$ cat config.mk
export PLATFORM = sky130hd
export DESIGN_NAME = led_fade_pattern_sequencer
export DESIGN_NICKNAME = d
export VERILOG_FILES = /design/src/rtl/lfps_pkg.sv /design/src/rtl/lfps_div.sv /design/src/rtl/led_fade_pattern_sequencer.sv
export SDC_FILE = /design/constraint.sdc
export NUM_CORES = 2
export LEC_CHECK = 0
export BUFFER_PORTS_ARGS = -buffer_cell sky130_fd_sc_hd__buf_2
export CORE_MARGIN = 10
export CORE_UTILIZATION = 65
export CTS_BUF_LIST = sky130_fd_sc_hd__clkbuf_16
export CTS_CLUSTER_DIAMETER = 50
export DETAILED_ROUTE_END_ITERATION = 6
export PLACE_DENSITY_LB_ADDON = 0.1
export SLEW_MARGIN = 30
export SYNTH_ARGS = -nofsm -noshare
export SYNTH_HDL_FRONTEND = slang
export SYNTH_SLANG_ARGS = --single-unit
$ cat constraint.sdc
create_clock -name aclk -period 12.9 [get_ports aclk]
set_input_delay 2.58 -clock aclk [delete_from_list [all_inputs] [get_ports aclk]]
set_output_delay 2.58 -clock aclk [all_outputs]
set_load 0.02 [all_outputs]
$ cat src/rtl/lfps_pkg.sv
// Shared types and constants for the LED fade pattern sequencer.
// No dependencies; imported by lfps_div and led_fade_pattern_sequencer.
`timescale 1ns / 1ps
`default_nettype none

package lfps_pkg;

    // request types
    localparam logic REQ_TICK  = 1'b0;
    localparam logic REQ_WRITE = 1'b1;

    // configuration register indexes
    localparam logic CFG_LOOP_ENABLE = 1'b0;
    localparam logic CFG_LOOP_START  = 1'b1;

    localparam int CFG_ADDR_W   = 1;
    localparam int CFG_DATA_W   = 4;
    localparam int INDEX_W      = 4;
    localparam int START_CNT    = 1 << INDEX_W;
    localparam int LEVEL_W      = 16;
    localparam int TGT_W        = 8;
    localparam int ENTRY_W      = 3 * TGT_W;

    // divider: |diff| * tick fits in 24 bits, delay is 8 bits
    localparam int DIVIDEND_W   = 24;
    localparam int DIVISOR_W    = 8;
    localparam int DIV_ITER     = DIVIDEND_W / 2;
    localparam int DIV_CNT_W    = $clog2(DIV_ITER);

    typedef struct packed {
        logic busy;
        logic done;
    } div_status_t;

endpackage

`default_nettype wire

$ cat src/rtl/lfps_div.sv
// Unsigned restoring divider, two quotient bits per cycle.
// Depends on lfps_pkg for widths and the status struct.
`timescale 1ns / 1ps
`default_nettype none

module lfps_div
    import lfps_pkg::*;
(
    input  wire logic                  aclk,
    input  wire logic                  aresetn,
    input  wire logic                  start,
    input  wire logic [DIVIDEND_W-1:0] dividend,
    input  wire logic [DIVISOR_W-1:0]  divisor,
    output logic      [DIVIDEND_W-1:0] quotient,
    output div_status_t                status
);

    logic                  busy_reg, busy_next;
    logic                  done_reg, done_next;
    logic [DIV_CNT_W-1:0]  cnt_reg, cnt_next;
    logic [DIVISOR_W-1:0]  rem_reg, rem_next;
    logic [DIVISOR_W-1:0]  dvs_reg, dvs_next;
    logic [DIVIDEND_W-1:0] dq_reg, dq_next;

    logic [DIVISOR_W:0]    r1_sh, r2_sh;
    logic [DIVISOR_W-1:0]  r1;
    logic                  ge1, ge2;

    always_comb begin
        r1_sh = {rem_reg, dq_reg[DIVIDEND_W-1]};
        ge1   = r1_sh >= {1'b0, dvs_reg};
        r1    = ge1 ? DIVISOR_W'(r1_sh - {1'b0, dvs_reg}) : r1_sh[DIVISOR_W-1:0];
        r2_sh = {r1, dq_reg[DIVIDEND_W-2]};
        ge2   = r2_sh >= {1'b0, dvs_reg};
    end

    always_comb begin
        busy_next = busy_reg;
        done_next = 1'b0;
        cnt_next  = cnt_reg;
        rem_next  = rem_reg;
        dvs_next  = dvs_reg;
        dq_next   = dq_reg;
        if (start) begin
            busy_next = 1'b1;
            cnt_next  = '0;
            rem_next  = '0;
            dvs_next  = divisor;
            dq_next   = dividend;
        end else if (busy_reg) begin
            rem_next = ge2 ? DIVISOR_W'(r2_sh - {1'b0, dvs_reg}) : r2_sh[DIVISOR_W-1:0];
            dq_next  = {dq_reg[DIVIDEND_W-3:0], ge1, ge2};
            cnt_next = cnt_reg + 1'b1;
            if (cnt_reg == DIV_CNT_W'(DIV_ITER - 1)) begin
                busy_next = 1'b0;
                done_next = 1'b1;
            end
        end
    end

    always_ff @(posedge aclk) begin
        if (!aresetn) begin
            busy_reg <= 1'b0;
            done_reg <= 1'b0;
            cnt_reg  <= '0;
        end else begin
            busy_reg <= busy_next;
            done_reg <= done_next;
            cnt_reg  <= cnt_next;
        end
    end

    always_ff @(posedge aclk) begin
        rem_reg <= rem_next;
        dvs_reg <= dvs_next;
        dq_reg  <= dq_next;
    end

    assign quotient    = dq_reg;
    assign status.busy = busy_reg;
    assign status.done = done_reg;

endmodule

`default_nettype wire

$ cat src/rtl/led_fade_pattern_sequencer.sv
// Two-channel LED fade sequencer: pattern memory, tick sequencer, fade datapath.
// Depends on lfps_pkg and lfps_div (one divider per color channel).
//
//  channel  | ports                               | direction
//  ---------+-------------------------------------+----------
//  s_       | tick or pattern write request       | in
//  m_       | red/green levels, pattern_active    | out
//  cfg_     | loop_enable / loop_start writes     | in
//
// A write request gives no result; the sequencer stays idle. A fading tick
// steps through evaluate, multiply, divider start, divide, finish and output,
// its result set by the two-bit-per-cycle divider; idle ticks go from evaluate
// to output, node-completion ticks through a check state (pattern memory reads
// are registered). No clearing pass after reset; a held m_ result stalls only
// the end of the next tick, requests are taken one at a time.
`timescale 1ns / 1ps
`default_nettype none

module led_fade_pattern_sequencer
    import lfps_pkg::*;
#(
    parameter int PATTERN_DEPTH = 16
) (
    input  wire logic                  aclk,
    input  wire logic                  aresetn,

    input  wire logic                  s_valid,
    output logic                       s_ready,
    input  wire logic                  s_req_type,
    input  wire logic [INDEX_W-1:0]    s_entry_index,
    input  wire logic [TGT_W-1:0]      s_entry_delay,
    input  wire logic [TGT_W-1:0]      s_entry_red,
    input  wire logic [TGT_W-1:0]      s_entry_green,

    output logic                       m_valid,
    input  wire logic                  m_ready,
    output logic      [LEVEL_W-1:0]    m_red_level,
    output logic      [LEVEL_W-1:0]    m_green_level,
    output logic                       m_pattern_active,

    input  wire logic                  cfg_we,
    input  wire logic [CFG_ADDR_W-1:0] cfg_addr,
    input  wire logic [CFG_DATA_W-1:0] cfg_wdata
);

    localparam int IDX_W = $clog2(PATTERN_DEPTH);
    localparam int EXT_W = 9;

    localparam logic [2:0] S_IDLE = 3'd0;
    localparam logic [2:0] S_EVAL = 3'd1;
    localparam logic [2:0] S_MUL  = 3'd2;
    localparam logic [2:0] S_DST  = 3'd3;
    localparam logic [2:0] S_DIV  = 3'd4;
    localparam logic [2:0] S_FIN  = 3'd5;
    localparam logic [2:0] S_CHK  = 3'd6;
    localparam logic [2:0] S_OUT  = 3'd7;

    // pattern memory {delay, red, green}
    logic [ENTRY_W-1:0] mem [PATTERN_DEPTH];
    logic [ENTRY_W-1:0] rd_data_reg;
    logic [IDX_W-1:0]   rd_addr;
    logic [IDX_W-1:0]   wr_addr;
    logic               mem_we;
    logic [EXT_W-1:0]   wr_idx_ext;

    logic [IDX_W-1:0]   start_lut [START_CNT];

    logic [2:0]         state_reg, state_next;
    logic               loop_en_reg, loop_en_next;
    logic [INDEX_W-1:0] loop_start_reg, loop_start_next;
    logic               running_reg, running_next;
    logic [IDX_W-1:0]   node_index_reg, node_index_next;
    logic [TGT_W-1:0]   tick_count_reg, tick_count_next;
    logic               loop_try_reg, loop_try_next;
    logic               m_valid_reg, m_valid_next;

    logic [LEVEL_W-1:0] prev_red_reg, prev_red_next;
    logic [LEVEL_W-1:0] prev_green_reg, prev_green_next;
    logic signed [LEVEL_W:0]   diff_r_reg, diff_r_next;
    logic signed [LEVEL_W:0]   diff_g_reg, diff_g_next;
    logic [TGT_W-1:0]   delay_reg, delay_next;
    logic signed [LEVEL_W+TGT_W+1:0] prod_r_reg, prod_r_next;
    logic signed [LEVEL_W+TGT_W+1:0] prod_g_reg, prod_g_next;
    logic [LEVEL_W-1:0] res_red_reg, res_red_next;
    logic [LEVEL_W-1:0] res_green_reg, res_green_next;
    logic               res_active_reg, res_active_next;
    logic [LEVEL_W-1:0] m_red_reg, m_red_next;
    logic [LEVEL_W-1:0] m_green_reg, m_green_next;
    logic               m_active_reg, m_active_next;

    logic               accept;
    logic               loop_try_now;
    logic [IDX_W-1:0]   node_wrap;
    logic [TGT_W-1:0]   rd_delay;
    logic [LEVEL_W-1:0] rd_tr, rd_tg;
    logic               run_eff;
    logic               div_start;
    logic [LEVEL_W+TGT_W+1:0] mag_r, mag_g;
    logic [DIVIDEND_W-1:0] quo_r, quo_g;
    div_status_t        st_r, st_g;
    logic               out_load;

    for (genvar g = 0; g < START_CNT; g++) begin : g_start
        assign start_lut[g] = IDX_W'(g % PATTERN_DEPTH);
    end

    assign accept       = s_valid && s_ready;
    assign s_ready      = (state_reg == S_IDLE);
    assign loop_try_now = !running_reg && loop_en_reg;
    assign node_wrap    = (node_index_reg == IDX_W'(PATTERN_DEPTH - 1))
                          ? '0 : IDX_W'(node_index_reg + 1'b1);
    assign rd_addr      = (state_reg == S_IDLE)
                          ? (loop_try_now ? start_lut[loop_start_reg] : node_index_reg)
                          : node_wrap;

    assign wr_idx_ext   = {{(EXT_W-INDEX_W){1'b0}}, s_entry_index};
    assign wr_addr      = wr_idx_ext[IDX_W-1:0];
    assign mem_we       = accept && (s_req_type == REQ_WRITE)
                          && (wr_idx_ext < EXT_W'(PATTERN_DEPTH));

    always_ff @(posedge aclk) begin
        if (mem_we) begin
            mem[wr_addr] <= {s_entry_delay, s_entry_red, s_entry_green};
        end
        rd_data_reg <= mem[rd_addr];
    end

    assign rd_delay = rd_data_reg[ENTRY_W-1 -: TGT_W];
    assign rd_tr    = {rd_data_reg[2*TGT_W-1 -: TGT_W], rd_data_reg[2*TGT_W-1 -: TGT_W]};
    assign rd_tg    = {rd_data_reg[TGT_W-1:0], rd_data_reg[TGT_W-1:0]};
    assign run_eff  = running_reg || (loop_try_reg && (rd_delay != '0));

    assign mag_r     = prod_r_reg[LEVEL_W+TGT_W+1] ? -prod_r_reg : prod_r_reg;
    assign mag_g     = prod_g_reg[LEVEL_W+TGT_W+1] ? -prod_g_reg : prod_g_reg;
    assign div_start = (state_reg == S_DST);
    assign out_load  = (state_reg == S_OUT) && (!m_valid_reg || m_ready);

    lfps_div u_div_red (
        .aclk     (aclk),
        .aresetn  (aresetn),
        .start    (div_start),
        .dividend (mag_r[DIVIDEND_W-1:0]),
        .divisor  (delay_reg),
        .quotient (quo_r),
        .status   (st_r)
    );

    lfps_div u_div_green (
        .aclk     (aclk),
        .aresetn  (aresetn),
        .start    (div_start),
        .dividend (mag_g[DIVIDEND_W-1:0]),
        .divisor  (delay_reg),
        .quotient (quo_g),
        .status   (st_g)
    );

    always_comb begin
        state_next      = state_reg;
        loop_en_next    = loop_en_reg;
        loop_start_next = loop_start_reg;
        running_next    = running_reg;
        node_index_next = node_index_reg;
        tick_count_next = tick_count_reg;
        loop_try_next   = loop_try_reg;
        prev_red_next   = prev_red_reg;
        prev_green_next = prev_green_reg;
        diff_r_next     = diff_r_reg;
        diff_g_next     = diff_g_reg;
        delay_next      = delay_reg;
        prod_r_next     = prod_r_reg;
        prod_g_next     = prod_g_reg;
        res_red_next    = res_red_reg;
        res_green_next  = res_green_reg;
        res_active_next = res_active_reg;
        m_red_next      = m_red_reg;
        m_green_next    = m_green_reg;
        m_active_next   = m_active_reg;
        m_valid_next    = (m_valid_reg && m_ready) ? 1'b0 : m_valid_reg;

        if (cfg_we) begin
            unique case (cfg_addr)
                CFG_LOOP_ENABLE: loop_en_next    = cfg_wdata[0];
                CFG_LOOP_START:  loop_start_next = cfg_wdata[INDEX_W-1:0];
                default: ;
            endcase
        end

        unique case (state_reg)
            S_IDLE: begin
                if (accept && (s_req_type == REQ_TICK)) begin
                    loop_try_next = loop_try_now;
                    if (loop_try_now) begin
                        node_index_next = start_lut[loop_start_reg];
                    end
                    state_next = S_EVAL;
                end
            end
            S_EVAL: begin
                if (!run_eff) begin
                    tick_count_next = '0;
                    prev_red_next   = '0;
                    prev_green_next = '0;
                    res_red_next    = '0;
                    res_green_next  = '0;
                    res_active_next = 1'b0;
                    state_next      = S_OUT;
                end else if (tick_count_reg < rd_delay) begin
                    running_next = 1'b1;
                    diff_r_next  = $signed({1'b0, rd_tr}) - $signed({1'b0, prev_red_reg});
                    diff_g_next  = $signed({1'b0, rd_tg}) - $signed({1'b0, prev_green_reg});
                    delay_next   = rd_delay;
                    state_next   = S_MUL;
                end else begin
                    running_next    = 1'b1;
                    prev_red_next   = rd_tr;
                    prev_green_next = rd_tg;
                    res_red_next    = rd_tr;
                    res_green_next  = rd_tg;
                    tick_count_next = '0;
                    node_index_next = node_wrap;
                    state_next      = S_CHK;
                end
            end
            S_MUL: begin
                prod_r_next = diff_r_reg * $signed({1'b0, tick_count_reg});
                prod_g_next = diff_g_reg * $signed({1'b0, tick_count_reg});
                state_next  = S_DST;
            end
            S_DST: begin
                state_next = S_DIV;
            end
            S_DIV: begin
                if (st_r.done && st_g.done) begin
                    state_next = S_FIN;
                end
            end
            S_FIN: begin
                res_red_next    = prod_r_reg[LEVEL_W+TGT_W+1]
                                  ? prev_red_reg - quo_r[LEVEL_W-1:0]
                                  : prev_red_reg + quo_r[LEVEL_W-1:0];
                res_green_next  = prod_g_reg[LEVEL_W+TGT_W+1]
                                  ? prev_green_reg - quo_g[LEVEL_W-1:0]
                                  : prev_green_reg + quo_g[LEVEL_W-1:0];
                res_active_next = 1'b1;
                tick_count_next = tick_count_reg + 1'b1;
                state_next      = S_OUT;
            end
            S_CHK: begin
                // entry after the finished node: zero delay ends the pattern
                running_next    = (rd_delay != '0);
                res_active_next = (rd_delay != '0);
                state_next      = S_OUT;
            end
            S_OUT: begin
                if (out_load) begin
                    m_red_next    = res_red_reg;
                    m_green_next  = res_green_reg;
                    m_active_next = res_active_reg;
                    m_valid_next  = 1'b1;
                    state_next    = S_IDLE;
                end
            end
            default: begin
                state_next = S_IDLE;
            end
        endcase
    end

    always_ff @(posedge aclk) begin
        if (!aresetn) begin
            state_reg      <= S_IDLE;
            loop_en_reg    <= 1'b0;
            loop_start_reg <= '0;
            running_reg    <= 1'b0;
            node_index_reg <= '0;
            tick_count_reg <= '0;
            loop_try_reg   <= 1'b0;
            prev_red_reg   <= '0;
            prev_green_reg <= '0;
            m_valid_reg    <= 1'b0;
        end else begin
            state_reg      <= state_next;
            loop_en_reg    <= loop_en_next;
            loop_start_reg <= loop_start_next;
            running_reg    <= running_next;
            node_index_reg <= node_index_next;
            tick_count_reg <= tick_count_next;
            loop_try_reg   <= loop_try_next;
            prev_red_reg   <= prev_red_next;
            prev_green_reg <= prev_green_next;
            m_valid_reg    <= m_valid_next;
        end
    end

    always_ff @(posedge aclk) begin
        diff_r_reg     <= diff_r_next;
        diff_g_reg     <= diff_g_next;
        delay_reg      <= delay_next;
        prod_r_reg     <= prod_r_next;
        prod_g_reg     <= prod_g_next;
        res_red_reg    <= res_red_next;
        res_green_reg  <= res_green_next;
        res_active_reg <= res_active_next;
        m_red_reg      <= m_red_next;
        m_green_reg    <= m_green_next;
        m_active_reg   <= m_active_next;
    end

    assign m_valid          = m_valid_reg;
    assign m_red_level      = m_red_reg;
    assign m_green_level    = m_green_reg;
    assign m_pattern_active = m_active_reg;

endmodule

`default_nettype wire
==> impl_metrics.ini <==
[pwr]
p_total_uw = 8335
p_leak_uw = 0.01817
p_per_area_nw_per_um2 = 184.6
p_seq_frac = 0.365
p_sw_uw = 2905
pwr-share-clk = 0.294
p_int_uw = 5430
pwr-share-comb = 0.341
vdd_drop_max_mv = 0.3060
swShare = 0.3485

[routing]
vias = 26570
drt_pre_antenna_iters = 6
route.detailed.drc = 0
wirelength_mm = 97.01
drt_first_iter_violations = 2359
wire_per_inst_microns = 22.19
via_per_inst = 6.079
postRouteAntennaNets = 0

[clock_network]
clk_latency_ps = 650
clkSinkCount = 689
clkSlewWorstSetupHoldPaths_ps = 60
post_cts_resized = 0
tritoncts = yes
htree_levels = 3
postCtsHoldBufs = 0
root_buffer = clkbuf_16
clk_path_buf_depth = 3
postCtsSetupBuffers = 0
cts_buffers = 82

[sta]
worst_pin_slew_ps = 904.9
skew_ps = 51.55
setup_viol = 0
slew_violations = 0
fmax_mhz = 170.0
fin_crit_ps = 5881
finalCritPeriodShare = 0.4559
rsz0062_at_grt = no
tns_ps = 0
relSlewSlack = 0.3961
hold_viol = 0

[synthesis]
synth_top_family_by_area = adder cells
synth.distinct_cells = 77
ys_top_cells_by_area = edfxtp_1 44%, fa_1 11%, ha_1 6.1%
avgSynthCellArea_sq_um = 12.07
ys_ff_latch = 689
synth_xor_xnor_area_share = 0.04258
yosys_warnings = 0
synth_compound_area_frac = 0.08602
async_flop_share = 0
synth_fa_ha_area_frac = 0.1704
synth-edff-count = 598
synthCells = 3391
muxShareOfSynthArea = 0.06573
synth_area_sq_um = 40930
synthFlopType = edfxtp_1
synth_top_area_frac = 0.4387
yosysSeqAreaShare = 0.4832
synthSimpleGateAreaFrac = 0.1007
yosysTopAreaCell = edfxtp_1
syn-num-nets = 3853

[setup_path]
critPathRequiredTime_ps = 13270
crit_fanout = 21
worst_setup_path_start_kind = flip-flop
cp-startpoint = tick_count_reg[1]
arrival_ps = 6250
setup.worst_path.class = reg2reg
reg2reg_slack_ps = 7020
crit_path_end_kind = flip-flop
reg2reg_from = tick_count_reg[1]

[floorplanning]
fp.dieH_microns = 270.9
rows = 91
die_w_microns = 270.9
dieArea_sq_um = 73410
core_sq_um = 62050
start_util = 0.6596
ioPinCount = 74

[global_routing]
overflow = 0
grt_first_pass_wirelength_mm = 153.0
met3_usage = 0.03846
grt_max_degree = 63
grt_antenna_before_repair = 6
grtUsageMet2 = 0.4414
grt_use_met1 = 0.3547
busiest_layer = met2
grt_usage = 0.2654
grt_pass1_vias = 27360

[finish]
final_util = 0.7275
fin_area_sq_um = 45140
largest_reg_flops = 384
drive_gt1_frac = 0.1142
nets = 3922
fin_cells = 4371
area_delta_synth_final_pct = 10.30

[hold_path]
hp-start = delay_reg[6]
holdCritPathClass = reg2reg

[placed_design]
place_area_sq_um = 42160
gp_congestion = 0.8728
dpl.hpwl_mm = 67.53
numPortBuffers = 73
dp.cells = 4212

[run]
maxCapViolations = 0

[outcome]
status = completed
## area by class of cell
type / instances / area, sq um
diodes: 4 / 10.01
clock buffers: 84 / 2102
clock inverters: 70 / 840.8
fillers: 4192 / 16910
inverters: 402 / 1509
multi-input cells: 2169 / 19140
flip-flops and latches: 689 / 19780
well taps: 837 / 1047
repair buffers: 116 / 715.7
## layout by cell type, fill, tap and decap left out, types with 25 or more instances in the layout
cell type and n:
inv_1 411, nand2_1 315, nor2_1 123, buf_4 40, mux4_2 96, nor3_1 31
and2_1 165, dfxtp_1 91, a211oi_1 25, xor2_1 87, edfxtp_1 598, xnor2_1 112
ha_1 199, clkbuf_16 84, a21oi_1 159, a21o_1 33, nand3_1 37, mux2i_1 45
nor2b_1 47, o21ai_0 157, buf_2 73, fa_1 224
## stage by stage
step	hold WS, ps	setup WS, ps
floorplan	400.3	7659
global placement	400.4	7258
detailed placement	405.6	7057
CTS	411.8	7072
global route	419.0	6738
finish	415.9	7019
## cell usage after synthesis, types with 9 or more instances
master,number
a211oi_1,25
nor2_1,138
o31ai_1,19
a21oi_1,159
fa_1,224
nor4_1,10
nor2b_1,47
nand2b_1,23
o41ai_1,10
ha_1,199
or3_1,9
buf_2,15
mux2i_1,46
nand2_1,315
nand4_1,21
a211oi_2,12
a31oi_1,16
xor2_1,87
o21bai_1,19
and2_1,165
buf_6,9
inv_1,401
o21a_1,19
mux4_2,96
xnor2_1,112
nor3b_1,9
a21o_1,33
nand3_1,37
nor3_1,36
clkbuf_1,100
edfxtp_1,598
o21ai_0,157
dfxtp_1,91
a22o_1,16
o211ai_1,9
o21ai_1,12
## worst paths after layout
path | to | cells past startpoint
setup / recovery | prod_g_reg[25] | 18
hold / removal | u_div_green.dvs_reg[6] | 0
setup reg to reg | prod_g_reg[25] | 18
hold reg to reg | u_div_green.dvs_reg[6] | 0
## worst max-delay path, stage by stage (launching register included)
cell and delay [ps]:
dfxtp_1 800, buf_4 370, nand2_1 110, fa_1 540, inv_1 50, fa_1 490, fa_1 540, inv_1 60
fa_1 490, inv_1 50, ha_1 350, a211oi_1 270, nand2_1 110, a221o_1 350, a221o_1 320, a31oi_1 310
o21ai_1 190, nand3b_1 120, o211ai_1 100
## routing by layer
metal  vias to the layer above  part of all wire
met1                     13370              0.41
li1                      12010                 -
met3                       205             0.068
met4                         4             0.033
met5                         -           0.00035
met2                       980              0.49
## cell families after synthesis
family | after synthesis
AOI/OAI and AO/OA | 555
xor gates and xnor gates | 199
adders and majority gates | 423
buffers and inverters | 533
DFF | 689
muxes | 148
and+or+nand+nor | 844
## power groups by stage
stage	logic (uW)	registers, uW	clock network (uW)
2_1_floorplan	2160	2950	0
3_3_place_gp	2730	3070	0
3_5_place_dp	2790	3080	0
4_1_cts	2830	3040	2470
5_1_grt	3120	3070	2570
6_report	2840	3040	2450
(Power assumes the default switching activity.)
